[config.mk]
export PLATFORM = sky130hd
export DESIGN_NAME = gddr_ctrl
export DESIGN_NICKNAME = d
export VERILOG_FILES = /design/src/hw/rtl/gddr_pkg.sv /design/src/hw/rtl/gddr_ctrl.sv
export SDC_FILE = /design/constraint.sdc
export NUM_CORES = 1
export LEC_CHECK = 0
export CORE_MARGIN = 3
export CORE_UTILIZATION = 55
export DETAILED_ROUTE_END_ITERATION = 12
export DONT_BUFFER_PORTS = 1
export HOLD_SLACK_MARGIN = 0.02
export PLACE_DENSITY = 0.8
export SYNTH_ARGS = -nofsm -noshare
export SYNTH_HDL_FRONTEND = slang
export SYNTH_SLANG_ARGS = --single-unit
[constraint.sdc]
create_clock -name clk -period 1.7 [get_ports clk]
set_clock_uncertainty 0.05 [all_clocks]
set_input_delay 0.085 -clock clk [delete_from_list [all_inputs] [get_ports clk]]
set_output_delay 0.085 -clock clk [all_outputs]
set_load 0.01 [all_outputs]
[src/hw/rtl/gddr_pkg.sv]
// ----------------------------------------------------------------------------
// gddr_pkg
// Shared types, constants and helper functions of the grid DDA column
// raycaster: register indexes, tile codes, controller/datapath interface.
// ----------------------------------------------------------------------------
package gddr_pkg;

    // Configuration port
    localparam int CFG_IDX_W  = 3;
    localparam int CFG_DATA_W = 16;

    typedef enum logic [CFG_IDX_W-1:0] {
        REG_CAMERA_X      = 3'd0,
        REG_CAMERA_Y      = 3'd1,
        REG_HEADING_X     = 3'd2,
        REG_HEADING_Y     = 3'd3,
        REG_SCREEN_WIDTH  = 3'd4,
        REG_SCREEN_HEIGHT = 3'd5
    } cfg_reg_t;

    // Tile codes
    localparam logic [7:0] CODE_EMPTY = 8'h2E;
    localparam logic [7:0] CODE_WALL  = 8'h23;
    localparam logic [7:0] CODE_RED   = 8'h52;
    localparam logic [7:0] CODE_GREEN = 8'h47;
    localparam logic [7:0] CODE_BLUE  = 8'h42;

    // Fixed datapath widths
    localparam int RAY_W   = 31;  // ray component scaled by screen width
    localparam int RMAG_W  = 30;  // magnitude of a ray component
    localparam int DELTA_W = 42;  // per-axis step length, Q26.16 up to w*2^30
    localparam int FRAC_W  = 11;  // distance to first boundary, Q1.10 up to 1024
    localparam int LH_W    = 28;  // line height up to w*2^16
    localparam int DIST_W  = 24;

    localparam logic [DIST_W-1:0] DIST_MAX = 24'hFFFFFF;

    // floor(w/3) == (w*2731) >> 13 for every 12-bit w
    localparam int W_DIV3_MUL   = 2731;
    localparam int W_DIV3_SHIFT = 13;

    // Divider operand selection
    typedef enum logic [1:0] {
        DSEL_X    = 2'd0,
        DSEL_Y    = 2'd1,
        DSEL_DIST = 2'd2,
        DSEL_LH   = 2'd3
    } div_sel_t;

    typedef struct packed {
        logic [7:0] red;
        logic [7:0] green;
        logic [7:0] blue;
    } rgb_t;

    // Controller to datapath commands
    typedef struct packed {
        logic     tile_write;
        logic     load_col;
        logic     setup;
        logic     div_start;
        div_sel_t div_sel;
        logic     store_dx;
        logic     store_dy;
        logic     mul_init;
        logic     mul_step;
        logic     walk_step;
        logic     walk_look;
        logic     num_load;
        logic     store_dist;
        logic     store_lh;
        logic     span_load;
        logic     out_load;
    } dp_cmd_t;

    // Datapath to controller status
    typedef struct packed {
        logic div_done;
        logic mul_done;
        logic walk_end;
        logic out_free;
    } dp_status_t;

    // Wall colour of a tile code, halved on y-facing walls
    function automatic rgb_t tile_color(input logic [7:0] code, input logic halve);
        rgb_t c;
        case (code)
            CODE_WALL:  c = '{red: 8'd51,  green: 8'd204, blue: 8'd204};
            CODE_RED:   c = '{red: 8'd255, green: 8'd0,   blue: 8'd0};
            CODE_GREEN: c = '{red: 8'd0,   green: 8'd255, blue: 8'd0};
            CODE_BLUE:  c = '{red: 8'd0,   green: 8'd0,   blue: 8'd255};
            default:    c = '{red: 8'd128, green: 8'd255, blue: 8'd128};
        endcase
        if (halve)
        begin
            c.red   = c.red >> 1;
            c.green = c.green >> 1;
            c.blue  = c.blue >> 1;
        end
        return c;
    endfunction

    // Magnitude of a signed ray component
    function automatic logic [RMAG_W-1:0] ray_mag(input logic signed [RAY_W-1:0] v);
        logic signed [RAY_W-1:0] n;
        n = -v;
        return v[RAY_W-1] ? RMAG_W'(n) : RMAG_W'(v);
    endfunction

endpackage

[src/hw/rtl/gddr_ctrl.sv]
// ----------------------------------------------------------------------------
// gddr_ctrl
// Raycaster controller: accepts transactions, sequences ray setup, the
// divisions, the grid walk, span computation and the result handoff.
// ----------------------------------------------------------------------------
module gddr_ctrl (
    input  logic                 clk,
    input  logic                 rst_n,
    input  logic                 in_valid,
    input  logic                 opcode,
    input  gddr_pkg::dp_status_t status,
    output gddr_pkg::dp_cmd_t    cmd,
    output logic                 in_stall
);
    import gddr_pkg::*;

    typedef enum logic [15:0] {
        S_IDLE  = 16'b0000_0000_0000_0001,
        S_SETUP = 16'b0000_0000_0000_0010,
        S_LX    = 16'b0000_0000_0000_0100,
        S_WX    = 16'b0000_0000_0000_1000,
        S_LY    = 16'b0000_0000_0001_0000,
        S_WY    = 16'b0000_0000_0010_0000,
        S_MUL   = 16'b0000_0000_0100_0000,
        S_STEP  = 16'b0000_0000_1000_0000,
        S_LOOK  = 16'b0000_0001_0000_0000,
        S_NUM   = 16'b0000_0010_0000_0000,
        S_LD    = 16'b0000_0100_0000_0000,
        S_WD    = 16'b0000_1000_0000_0000,
        S_LL    = 16'b0001_0000_0000_0000,
        S_WL    = 16'b0010_0000_0000_0000,
        S_SPAN  = 16'b0100_0000_0000_0000,
        S_EMIT  = 16'b1000_0000_0000_0000
    } state_t;

    state_t state_reg, state_next;

    always_ff @(posedge clk or negedge rst_n)
    begin
        if (!rst_n)
        begin
            state_reg <= S_IDLE;
        end
        else
        begin
            state_reg <= state_next;
        end
    end

    // Next state and commands
    always_comb
    begin
        state_next  = state_reg;
        cmd         = '0;
        cmd.div_sel = DSEL_X;
        in_stall    = 1'b1;
        case (state_reg)
            S_IDLE:
            begin
                in_stall = 1'b0;
                if (in_valid)
                begin
                    if (opcode)
                    begin
                        cmd.load_col = 1'b1;
                        state_next   = S_SETUP;
                    end
                    else
                    begin
                        cmd.tile_write = 1'b1;
                    end
                end
            end
            S_SETUP:
            begin
                cmd.setup  = 1'b1;
                state_next = S_LX;
            end
            S_LX:
            begin
                cmd.div_start = 1'b1;
                state_next    = S_WX;
            end
            S_WX:
            begin
                if (status.div_done)
                begin
                    cmd.store_dx = 1'b1;
                    state_next   = S_LY;
                end
            end
            S_LY:
            begin
                cmd.div_sel   = DSEL_Y;
                cmd.div_start = 1'b1;
                state_next    = S_WY;
            end
            S_WY:
            begin
                cmd.div_sel = DSEL_Y;
                if (status.div_done)
                begin
                    cmd.store_dy = 1'b1;
                    cmd.mul_init = 1'b1;
                    state_next   = S_MUL;
                end
            end
            S_MUL:
            begin
                cmd.mul_step = 1'b1;
                if (status.mul_done)
                begin
                    state_next = S_STEP;
                end
            end
            S_STEP:
            begin
                cmd.walk_step = 1'b1;
                state_next    = S_LOOK;
            end
            S_LOOK:
            begin
                cmd.walk_look = 1'b1;
                state_next    = status.walk_end ? S_NUM : S_STEP;
            end
            S_NUM:
            begin
                cmd.num_load = 1'b1;
                state_next   = S_LD;
            end
            S_LD:
            begin
                cmd.div_sel   = DSEL_DIST;
                cmd.div_start = 1'b1;
                state_next    = S_WD;
            end
            S_WD:
            begin
                cmd.div_sel = DSEL_DIST;
                if (status.div_done)
                begin
                    cmd.store_dist = 1'b1;
                    state_next     = S_LL;
                end
            end
            S_LL:
            begin
                cmd.div_sel   = DSEL_LH;
                cmd.div_start = 1'b1;
                state_next    = S_WL;
            end
            S_WL:
            begin
                cmd.div_sel = DSEL_LH;
                if (status.div_done)
                begin
                    cmd.store_lh = 1'b1;
                    state_next   = S_SPAN;
                end
            end
            S_SPAN:
            begin
                cmd.span_load = 1'b1;
                state_next    = S_EMIT;
            end
            S_EMIT:
            begin
                if (status.out_free)
                begin
                    cmd.out_load = 1'b1;
                    state_next   = S_IDLE;
                end
            end
            default:
            begin
                state_next = S_IDLE;
            end
        endcase
    end

endmodule

==> summary.txt, run 1 <==
Synth
  • Top cells by count, synth: dfrtp_1, nand2_1, nor4b_1
  • Sequential area share after synthesis: 33.0%
  • Warnings, synthesis: 0
  • Async set-or-reset flop fraction in the synthesized netlist: 100%
  • Cell variety after synth: 46
  • Top FF cell, synth: dfrtp_1
  • Syn Inst Count: 124
  • Avg Inst Size Synth: 9.81 µm²
  • Cell Area, Synth: 1220 µm²
  • Yosys top cell area share: 30.9%
  • Synth Register Bits: 16
  • Post-synth EDFFs: 0
  • Largest area contributor in the netlist: dfrtp_1
  • Most common cell in the netlist: dfrtp_1
  • Synth area leaders: dfrtp_1, nor4_4, nor4b_1, buf_6, nand2_1
  • Syn nets: 132

Clocking
  • CTS resizes: 43
  • Clock Sinks: 16
  • Num CTS Buffers: 3
  • Max clock buf depth: 2
  • CTS H-Tree Depth: 1
  • Postcts setup bufs: 17
  • CTS Hold Bufs: 7
  • Clock Root Buffer: clkbuf_4

Placement
  • Port bufs: 0
  • Final Wtd Congestion: 0.981
  • HPWL after DPL: 2630 µm
  • Pre-CTS setup slack: -0.200 ns
  • DP Cell Count: 192

Floorplan
  • Row cnt: 16
  • Initial core utilization: 60.1%
  • Die Span Y: 53.0 µm
  • Chip width: 53.0 µm
  • Ports: 26

Status
  • Error msg: [ERROR DPL-0033] detailed placement checks failed during check placement.
  • Status: did not finish
  • Stop stage: clock tree synthesis
[cells by family after synthesis]
kind of cell,after synthesis,synth area share [%]
AOI/OAI and AO/OA,18,10.3
xor gates and xnor gates,3,2.16
buffers and inverters,13,8.95
DFF,16,33.0
muxes,1,0.926
and+or+nand+nor,73,44.7
[per-stage QoR]
step / area [µm²] / hold WS, ns
floorplan: 1230 / -0.261
detailed placement: 1540 / -0.260
global placement: 1540 / -0.260
==> inputs of run 2 (changes only) <==
CORE_AREA = 3 3 64 66   (was default)
CORE_MARGIN = default   (was 3)
CORE_UTILIZATION = default   (was 55)
DIE_AREA = 0 0 67 69   (was default)
HOLD_SLACK_MARGIN = default   (was 0.02)
PLACE_DENSITY = default   (was 0.8)
PLACE_DENSITY_LB_ADDON = 0.15   (was default)
clock period = 2.2 ns   (was 1.7 ns; I/O delays follow)
==> run 2 against run 1 <==
Effect of this change: the flow now finishes without violations; synthesized cell count unchanged; synthesized area unchanged.
==> summary.txt, run 2 <==
Synth
  • Top FF cell, synth: dfrtp_1
  • Cell Area, Synth: 1220 µm² (unchanged)
  • Most common cell in the netlist: dfrtp_1
  • Syn nets: 132 (unchanged)
  • Largest area contributor in the netlist: dfrtp_1
  • Avg Inst Size Synth: 9.81 µm² (unchanged)
  • Synth area leaders: dfrtp_1, nor4_4, nor4b_1, buf_6, nand2_1
  • Async set-or-reset flop fraction in the synthesized netlist: 100% (unchanged)
  • Synth Register Bits: 16 (unchanged)
  • Warnings, synthesis: 0 (unchanged)
  • Post-synth EDFFs: 0 (unchanged)
  • Yosys top cell area share: 30.9% (unchanged)
  • Top cells by count, synth: dfrtp_1, nand2_1, nor4b_1
  • Syn Inst Count: 124 (unchanged)
  • Sequential area share after synthesis: 33.0% (unchanged)
  • Cell variety after synth: 46 (unchanged)

Global route
  • GRT Util Overall: 15.5%
  • Initial antenna violation count: 0
  • Total gr overflow: 0
  • Largest net degree at the start of global routing: 17
  • First-pass GRT wire length: 5510 µm
  • Vias in the first global route: 1090

Timing
  • Final period util: 96.6%
  • Tmin final: 2.13 ns
  • Max-slew violation count: 0
  • Fin. Hold Viols: 0
  • Finish-stage setup viols: 0
  • Headroom to the max-slew limit: 48.9%
  • Max Freq: 0.470 GHz
  • Slew @ Worst Pin: 0.764 ns

Clocking
  • Num CTS Buffers: 3 (unchanged)
  • Max clock buf depth: 2 (unchanged)
  • CTS H-Tree Depth: 1 (unchanged)
  • CTS tree: built
  • Clock Sinks: 16 (unchanged)
  • Worst-skew pair later-pin latency: 0.26 ns
  • Reg clk slew, reported paths: 0.07 ns
  • Clock Root Buffer: clkbuf_8

Status
  • Status: finished, final reports clean

Cells and area
  • Non-Filler Instances: 194
  • Antenna cells: 0
  • Final nets: 155
  • Most frequent cells in the layout: buf_4, dfrtp_1, nand2_1
  • Leading cell type in the layout, fill and taps excluded: buf_4
  • Max reg flops: 16
  • Layout area overhead: 21.9%
  • Fin area: 1480 µm²
  • Layout cells sized above 1: 32.9%

Floorplan
  • Row cnt: 22 (+6)
  • DIE AREA: 4620 µm²
  • Die Span Y: 69 µm (+30%)
  • Ports: 26 (unchanged)
  • Initial core utilization: 33.5% (-27 points)
  • Core area: 3630 µm²
  • Chip width: 67 µm (+26%)

Setup path
  • Crit path DAT: 1.97 ns
  • Worst path bufs/invs: 1
  • Startpoint Class: flip-flop
  • WS Path Type: flip-flop to primary output
  • Worst Reg-to-Reg Cells: 7
  • Critical Path Source: state_reg[3]$_DFFE_PN0P_
  • Reg2reg start: state_reg[5]$_DFFE_PN0P_
  • RR Endpoint: state_reg[0]$_DFFE_PN1P_
  • Critical path endpoint category: primary output
  • Crit-path slowest cell: dfrtp_2
  • Worst reg2reg setup slack: 0.25 ns
  • Crit path max-delay family: simple AND/OR/NAND/NOR gates
  • Worst path required time: 2.04 ns
  • CP max stage delay: 0.48 ns
  • Critical path depth: 5
  • CP Max Fanout: 8
  • Worst path cell trace: nor4_4 > and3_4 > nand2_2 > nor3b_4 > buf_4
  • Critical path destination: cmd[5]

Detailed routing
  • Post-route ant nets: 0
  • Vias: 1087
  • 1st-iter DRT viols: 40
  • DR vias/cell: 5.60
  • Final WL: 3260 µm
  • DRC Markers: 0
  • 1st-pass router iterations: 4
  • DR WL/cell: 16.8 µm

Power and ir drop
  • Lkg Pwr: 0.664 nW
  • P_int: 0.685 mW
  • Reg power frac: 33.3%
  • P_sw: 0.401 mW
  • Combinational Power Share: 41.8%
  • Switching Share: 36.9%
  • PwrDens: 732 nW/µm²
  • Peak VDD IR: 396 µV
  • Clock share of power: 24.9%

Placement
  • DP Cell Count: 177 (-7.8%)
  • HPWL after DPL: 2410 µm (-8.4%)
  • Port bufs: 0 (unchanged)
  • Placed inst area: 1290 µm² (-17%)
  • Final Wtd Congestion: 0.917 (-6.6%)

Job
  • Maxcap violations: 0

Hold path
  • Worst Hold Class: primary input to flip-flop
-- run 2: worst reg2reg max path, cell delays in order, from the launching register on --
cell       delay (ns)
dfrtp_1          0.44
nor4_2           0.27
buf_4            0.21
nand3b_1         0.13
a2111oi_0        0.47
a31oi_1          0.09
nand4b_1         0.13
o22ai_1          0.08
-- run 2: kinds of logic after synthesis --
| logic type | count (synthesis) | share of synthesized area, % |
|---|---|---|
| buf+inv | 13 | 8.95 |
| flops | 16 | 33.0 |
| xor+xnor | 3 | 2.16 |
| compound gates | 18 | 10.3 |
| mux | 1 | 0.926 |
| simple gates | 73 | 44.7 |
-- run 2: power groups by stage --
stage / clock network [mW] / logic, mW / registers (mW)
5_1_grt: 0.297 / 0.495 / 0.366
3_3_place_gp: 0 / 0.374 / 0.366
2_1_floorplan: 0 / 0.331 / 0.347
4_1_cts: 0.283 / 0.389 / 0.361
3_5_place_dp: 0 / 0.372 / 0.366
6_report: 0.271 / 0.453 / 0.362
-- run 2: area by class of cell --
cell class              count  area, µm²
repair buffers             27        218
well taps                  48       60.1
inverters                   4       15.0
multi-input cells          95        731
clock buffers               4       55.1
fillers                   392       2150
flip-flops and latches     16        404
-- run 2: what timing repair did --
| action | CTS | global route |
|---|---|---|
| resized for setup | 1 | 7 |
| hold buffers | 6 | 0 |
| setup buffers | 0 | 7 |
| pin swaps | 0 | 5 |
| hold endpoints to repair | 23 | 0 |
| setup endpoints to repair | 2 | 9 |
-- run 2: metal layers --
metal | track usage [%] | share of wire (%) | wire length (µm) | vias up
li1 | - | - | - | 511
met1 | 20.7 | 42 | 1380 | 538
met2 | 23.1 | 52 | 1680 | 32
met3 | 3.42 | 4.3 | 140 | 6
met4 | 7.43 | 1.8 | 59 | 0
met5 | 0 | 0 | 0 | -
-- run 2: worst min-delay path by stage --
stage | from | to | depth (start not counted)
2_1_floorplan | rst_n | state_reg[10]$_DFFE_PN0P_ | 0
3_3_place_gp | rst_n | state_reg[8]$_DFFE_PN0P_ | 0
3_5_place_dp | rst_n | state_reg[8]$_DFFE_PN0P_ | 0
4_1_cts | opcode | state_reg[1]$_DFFE_PN0P_ | 2
5_1_grt | opcode | state_reg[1]$_DFFE_PN0P_ | 2
6_report | opcode | state_reg[1]$_DFFE_PN0P_ | 2
-- run 2: stage by stage --
step,hold WS (ns),util (%),worst slack [ns],power (mW),setup TNS [ns]
4_1_cts,0.000157,38.7,0.00637,1.03,0
2_1_floorplan,-0.236,-,0.347,0.678,0
3_5_place_dp,-0.235,35.4,0.223,0.737,0
6_report,0.00385,40.8,0.0743,1.09,0
5_1_grt,0.0220,40.8,-0.0205,1.16,-0.0340
3_3_place_gp,-0.235,35.4,0.180,0.740,0
(Power assumes the default switching activity.)
==> inputs of run 3 (changes only) <==
SKIP_CTS_REPAIR_TIMING = 1   (was default)
clock period = 2.5 ns   (was 2.2 ns; I/O delays follow)
==> run 3 against run 2 <==
Effect of this change: combinational power fell by 26%; utilization fell by 3.8 points; design area fell by 9.2%; sequential power fell by 12%; via count fell by 5.5%; count of clock-buffer cells in the layout did not move; final cell count fell by 8.2%; sequential cell count did not move; critical path depth fell by 1; global-route usage fell by 1.0 points; non-clock buffer count fell by 16; register-to-register slack improved by 0.14 ns; critical endpoint is now cmd[4].
==> summary.txt, run 3 (synthesis results as in run 2) <==
Status
  • Status: finished, final reports clean

Cells and area
  • Layout area overhead: 10.7%
  • FILL cells: 396 (+1.0%)
  • Leading cell type in the layout, fill and taps excluded: dfrtp_1
  • Non-Filler Instances: 178 (-8.2%)
  • Antenna cells: 0 (unchanged)
  • Layout cells sized above 1: 20.8% (-12 points)
  • Max reg flops: 16 (unchanged)
  • Core Util, Final: 37.1% (-3.8 points)
  • Final nets: 139 (-10%)
  • Most frequent cells in the layout: dfrtp_1, nor4b_1, nand2_1

Placement
  • HPWL after DPL: 2280 µm (-5.4%)
  • Port bufs: 0 (unchanged)
  • Final Wtd Congestion: 0.826 (-9.9%)
  • DP Cell Count: 169 (-4.5%)

Global route
  • Total gr overflow: 0 (unchanged)
  • GRT Util Overall: 14.5% (-1.0 points)
  • Initial antenna violation count: 0 (unchanged)
  • Vias in the first global route: 1002 (-8.1%)
  • First-pass GRT wire length: 5150 µm (-6.5%)
  • Largest net degree at the start of global routing: 17 (unchanged)

Clocking
  • Clock Sinks: 16 (unchanged)
  • Reg clk slew, reported paths: 0.07 ns (about the same)
  • Clock Root Buffer: clkbuf_8
  • Worst-skew pair later-pin latency: 0.26 ns (about the same)
  • Num CTS Buffers: 3 (unchanged)
  • Max clock buf depth: 2 (unchanged)
  • CTS tree: built
  • CTS H-Tree Depth: 1 (unchanged)

Detailed routing
  • 1st-pass router iterations: 4 (unchanged)
  • DR vias/cell: 5.77 (+3.0%)
  • DRC Markers: 0 (unchanged)
  • Vias: 1027 (-5.5%)
  • Post-route ant nets: 0 (unchanged)
  • Final WL: 3140 µm (-3.8%)
  • 1st-iter DRT viols: 49 (+23%)
  • DR WL/cell: 17.6 µm (+4.8%)

Setup path
  • Crit path max-delay family: simple AND/OR/NAND/NOR gates
  • Startpoint Class: flip-flop
  • Worst path bufs/invs: 0 (-1)
  • Critical path endpoint category: primary output
  • Critical path depth: 4 (-1)
  • CP Max Fanout: 10 (+2)
  • Critical path destination: cmd[4]
  • Crit path DAT: 2.09 ns (+0.12 ns)
  • Crit-path slowest cell: nor4_4
  • CP max stage delay: 0.57 ns (+0.09 ns)
  • Worst Reg-to-Reg Cells: 6 (-1)
  • Worst reg2reg setup slack: 0.39 ns (+0.14 ns)
  • Worst path required time: 2.33 ns (+0.29 ns)
  • Reg2reg start: state_reg[13]$_DFFE_PN0P_
  • Critical Path Source: state_reg[13]$_DFFE_PN0P_
  • WS Path Type: flip-flop to primary output
  • Worst path cell trace: nor4_4 > and3_2 > nand2_2 > nor3b_1
  • RR Endpoint: state_reg[7]$_DFFE_PN0P_

Floorplan
  • Chip width: 67 µm (unchanged)
  • Initial core utilization: 33.5% (unchanged)
  • DIE AREA: 4620 µm² (unchanged)
  • Row cnt: 22 (unchanged)
  • Ports: 26 (unchanged)
  • Die Span Y: 69 µm (unchanged)
  • Core area: 3630 µm² (unchanged)

Power and ir drop
  • Reg power frac: 35.8% (+2.5 points)
  • Combinational Power Share: 37.4% (-4.4 points)
  • Switching Share: 38.2% (+1.3 points)
  • PwrDens: 664 nW/µm² (-9.4%)
  • Clock share of power: 26.8% (+1.9 points)
  • P_int: 0.553 mW (-19%)
  • Peak VDD IR: 308 µV (-22%)
  • P_sw: 0.341 mW (-15%)
  • Lkg Pwr: 0.589 nW (-11%)

Hold path
  • Worst Hold Class: primary input to flip-flop
  • Hold Crit Start: in_valid

Timing
  • Headroom to the max-slew limit: 47.2% (-1.7 points)
  • Total negative slack: 0 ns (unchanged)
  • Fin. Hold Viols: 0 (unchanged)
  • Final period util: 90.5%
  • Finish-stage setup viols: 0 (unchanged)
  • Slew @ Worst Pin: 0.789 ns (+0.0252 ns)
  • Max Freq: 0.442 GHz
  • Tmin final: 2.26 ns
  • RSZ-0062 raised after global routing: no
  • Max-slew violation count: 0 (unchanged)

Job
  • Maxcap violations: 0 (unchanged)
==> run 3: cell type report <==
class	instances	area, µm²	area share, %
tap	48	60.1	4.46
sequential	16	402	29.8
multi-input combinational	95	719	53.4
inverter	4	15.0	1.12
clock buffer	4	55.1	4.09
timing repair buffer	11	95.1	7.06
==> run 3: worst min path at each step <==
stage,end,slack (ns),cells past startpoint
2_1_floorplan,state_reg[10]$_DFFE_PN0P_,-0.22,0
3_3_place_gp,state_reg[9]$_DFFE_PN0P_,-0.22,0
3_5_place_dp,state_reg[7]$_DFFE_PN0P_,-0.22,0
4_1_cts,state_reg[6]$_DFFE_PN0P_,-0.50,0
5_1_grt,state_reg[1]$_DFFE_PN0P_,0.03,2
6_report,state_reg[1]$_DFFE_PN0P_,0.004,2
==> run 3: layer usage <==
layer | vias up | wire [µm] | global-route usage (%) | share of wire (%)
li1 | 482 | - | - | -
met1 | 510 | 1380 | 19.6 | 44
met2 | 28 | 1510 | 22.4 | 48
met3 | 7 | 181 | 3.75 | 5.8
met4 | 0 | 61 | 4.05 | 1.9
met5 | - | 0 | 0 | 0
==> run 3: per-stage QoR <==
stage | total power [mW] | hold WS, ns | worst slack, ns | instance area (µm²)
finish | 0.894 | 0.00386 | 0.238 | 1350
floorplan | 0.597 | -0.221 | 0.632 | 1220
detailed placement | 0.640 | -0.220 | 0.399 | 1230
CTS | 0.883 | -0.502 | 0.171 | 1280
global placement | 0.645 | -0.220 | 0.384 | 1230
global route | 0.948 | 0.0273 | 0.0851 | 1350
==> run 3: power by group through the flow <==
stage	combinational, mW	sequential, mW	clock [mW]
3_3_place_gp	0.319	0.325	0
6_report	0.334	0.320	0.240
5_1_grt	0.368	0.325	0.255
3_5_place_dp	0.316	0.324	0
4_1_cts	0.318	0.319	0.246
2_1_floorplan	0.291	0.305	0
==> inputs of run 4 (changes only) <==
REMOVE_ABC_BUFFERS = 1   (was default)
==> run 4 against run 3 <==
Effect of this change: design area decreased by 1.6%; final cell count decreased by 0.56%; die area unchanged; total power is 1.1% higher; combinational power rose by 3%; sequential power about the same; worst setup slack better by 0.040 ns; critical path depth is the same; hold slack better by 0.016 ns; critical path type unchanged.
==> summary.txt, run 4 (synthesis results as in run 2) <==
Clocking
  • Clock Sinks: 16 (unchanged)
  • Num CTS Buffers: 3 (unchanged)
  • Worst-skew pair later-pin latency: 0.26 ns (about the same)
  • CTS tree: built
  • Reg clk slew, reported paths: 0.07 ns (about the same)
  • CTS H-Tree Depth: 1 (unchanged)
  • Max clock buf depth: 2 (unchanged)
  • Clock Root Buffer: clkbuf_8

Global route
  • Met3 Use GR: 3.42% (-0.33 points)
  • GRT Util Overall: 14.3% (-0.10 points)
  • Largest net degree at the start of global routing: 17 (unchanged)
  • Met2 Use GR: 20.0% (-2.4 points)
  • Total gr overflow: 0 (unchanged)
  • Most Crowded Layer GR: met1
  • Met1 Use GR: 20.1% (+0.49 points)
  • Vias in the first global route: 1014 (+1.2%)
  • First-pass GRT wire length: 5110 µm (-0.80%)
  • Initial antenna violation count: 0 (unchanged)

Timing
  • Max Freq: 0.450 GHz (+1.8%)
  • Tmin final: 2.22 ns (-0.0403 ns)
  • RSZ-0062 raised after global routing: no
  • Post-route setup slack: 0.278 ns (+0.0403 ns)
  • Final period util: 88.9% (-1.6 points)
  • Total negative slack: 0 ns (unchanged)
  • Max-slew violation count: 0 (unchanged)
  • Headroom to the max-slew limit: 50.2% (+3.0 points)
  • Slew @ Worst Pin: 0.744 ns (-0.0453 ns)
  • Finish-stage setup viols: 0 (unchanged)
  • Fin. Hold Viols: 0 (unchanged)

Setup path
  • Worst path cell trace: nor4_4 > and3_2 > nand2_2 > nor3b_1
  • CP Max Fanout: 10 (unchanged)
  • WS Path Type: flip-flop to primary output
  • Crit path max-delay family: simple AND/OR/NAND/NOR gates
  • Startpoint Class: flip-flop
  • Critical path endpoint category: primary output
  • Crit path DAT: 2.05 ns (-0.04 ns)
  • Worst path required time: 2.33 ns (about the same)
  • Crit-path slowest cell: nor4_4
  • CP max stage delay: 0.56 ns (about the same)
  • Worst path bufs/invs: 0 (unchanged)

Floorplan
  • DIE AREA: 4620 µm² (unchanged)
  • Die Span Y: 69 µm (unchanged)
  • Chip width: 67 µm (unchanged)
  • Core area: 3630 µm² (unchanged)
  • Initial core utilization: 33.5% (unchanged)
  • Ports: 26 (unchanged)
  • Row cnt: 22 (unchanged)

Cells and area
  • Leading cell type in the layout, fill and taps excluded: dfrtp_1
  • Antenna cells: 0 (unchanged)
  • Final nets: 138 (-0.72%)
  • Max reg flops: 16 (unchanged)
  • Layout cells sized above 1: 19.4% (-1.4 points)
  • Layout area overhead: 8.95%
  • Core Util, Final: 36.5% (-0.59 points)
  • Most frequent cells in the layout: dfrtp_1, nor4b_1, nand2_1
  • Non-Filler Instances: 177 (-0.56%)

Detailed routing
  • Final WL: 3120 µm (-0.67%)
  • 1st-pass router iterations: 4 (unchanged)
  • Vias: 1006 (-2.0%)
  • DR vias/cell: 5.68 (-1.5%)
  • Post-route ant nets: 0 (unchanged)
  • 1st-iter DRT viols: 63 (+29%)
  • DRC Markers: 0 (unchanged)
  • DR WL/cell: 17.6 µm (-0.11%)

Placement
  • Pre-CTS setup slack: 0.391 ns (-0.00777 ns)
  • HPWL after DPL: 2260 µm (-0.80%)
  • DP Cell Count: 168 (-0.59%)
  • Port bufs: 0 (unchanged)
  • Final Wtd Congestion: 0.948 (+15%)

Job
  • Maxcap violations: 0 (unchanged)

Hold path
  • Worst Hold Class: primary input to flip-flop

Status
  • Status: finished, final reports clean

Power and ir drop
  • Total power: 0.903 mW (+1.1%)
  • PwrDens: 681 nW/µm² (+2.7%)
  • Peak VDD IR: 270 µV (-12%)
  • Lkg Pwr: 0.575 nW (-2.3%)
[run 4: area by class of cell]
cell class | instances | area [µm²]
clock buffer | 4 | 55.1
fill | 391 | 2310
inverter | 4 | 15.0
multi-input combinational | 95 | 706
sequential | 16 | 402
tap | 48 | 60.1
timing repair buffer | 10 | 87.6
[run 4: worst reg2reg max path, cell delays in order, from the launching register on]
cell	delay (ns)
dfrtp_1	0.46
nor4_4	0.56
and3_2	0.31
nand2_2	0.10
nor3b_4	0.28
nand2b_1	0.10
a21oi_1	0.16
[run 4: path summary, 6_finish.rpt]
kind,startpoint,end,slack (ns),cells after the start
max,state_reg[13]$_DFFE_PN0P_,cmd[4],0.28,4
min,status[1],state_reg[7]$_DFFE_PN0P_,0.02,2
max reg2reg,state_reg[13]$_DFFE_PN0P_,state_reg[7]$_DFFE_PN0P_,0.40,6
min reg2reg,state_reg[8]$_DFFE_PN0P_,state_reg[10]$_DFFE_PN0P_,0.64,1
max in group asynchronous,rst_n,state_reg[1]$_DFFE_PN0P_,1.61,1
min in group asynchronous,rst_n,state_reg[5]$_DFFE_PN0P_,0.32,1
[run 4: report_power, final]
group	internal, mW	total, mW	leakage, nW	switching (mW)
Combinational	0.142	0.344	0.327	0.202
Clock	0.140	0.238	0.0288	0.0982
Sequential	0.282	0.321	0.219	0.0387
Total	0.564	0.903	0.575	0.339
[run 4: stage by stage]
step	hold slack [ns]	cell area (µm²)
after floorplan	-0.221	1120
after global placement	-0.220	1220
after detailed placement	-0.220	1220
after CTS	-0.505	1270
after global routing	0.0121	1330
final	0.0201	1330
[run 4: per-layer routing]
metal	part of all wire, %	vias to the layer above
met5	0	-
met4	3.0	0
met3	7.3	9
met2	44	45
met1	45	474
li1	-	478
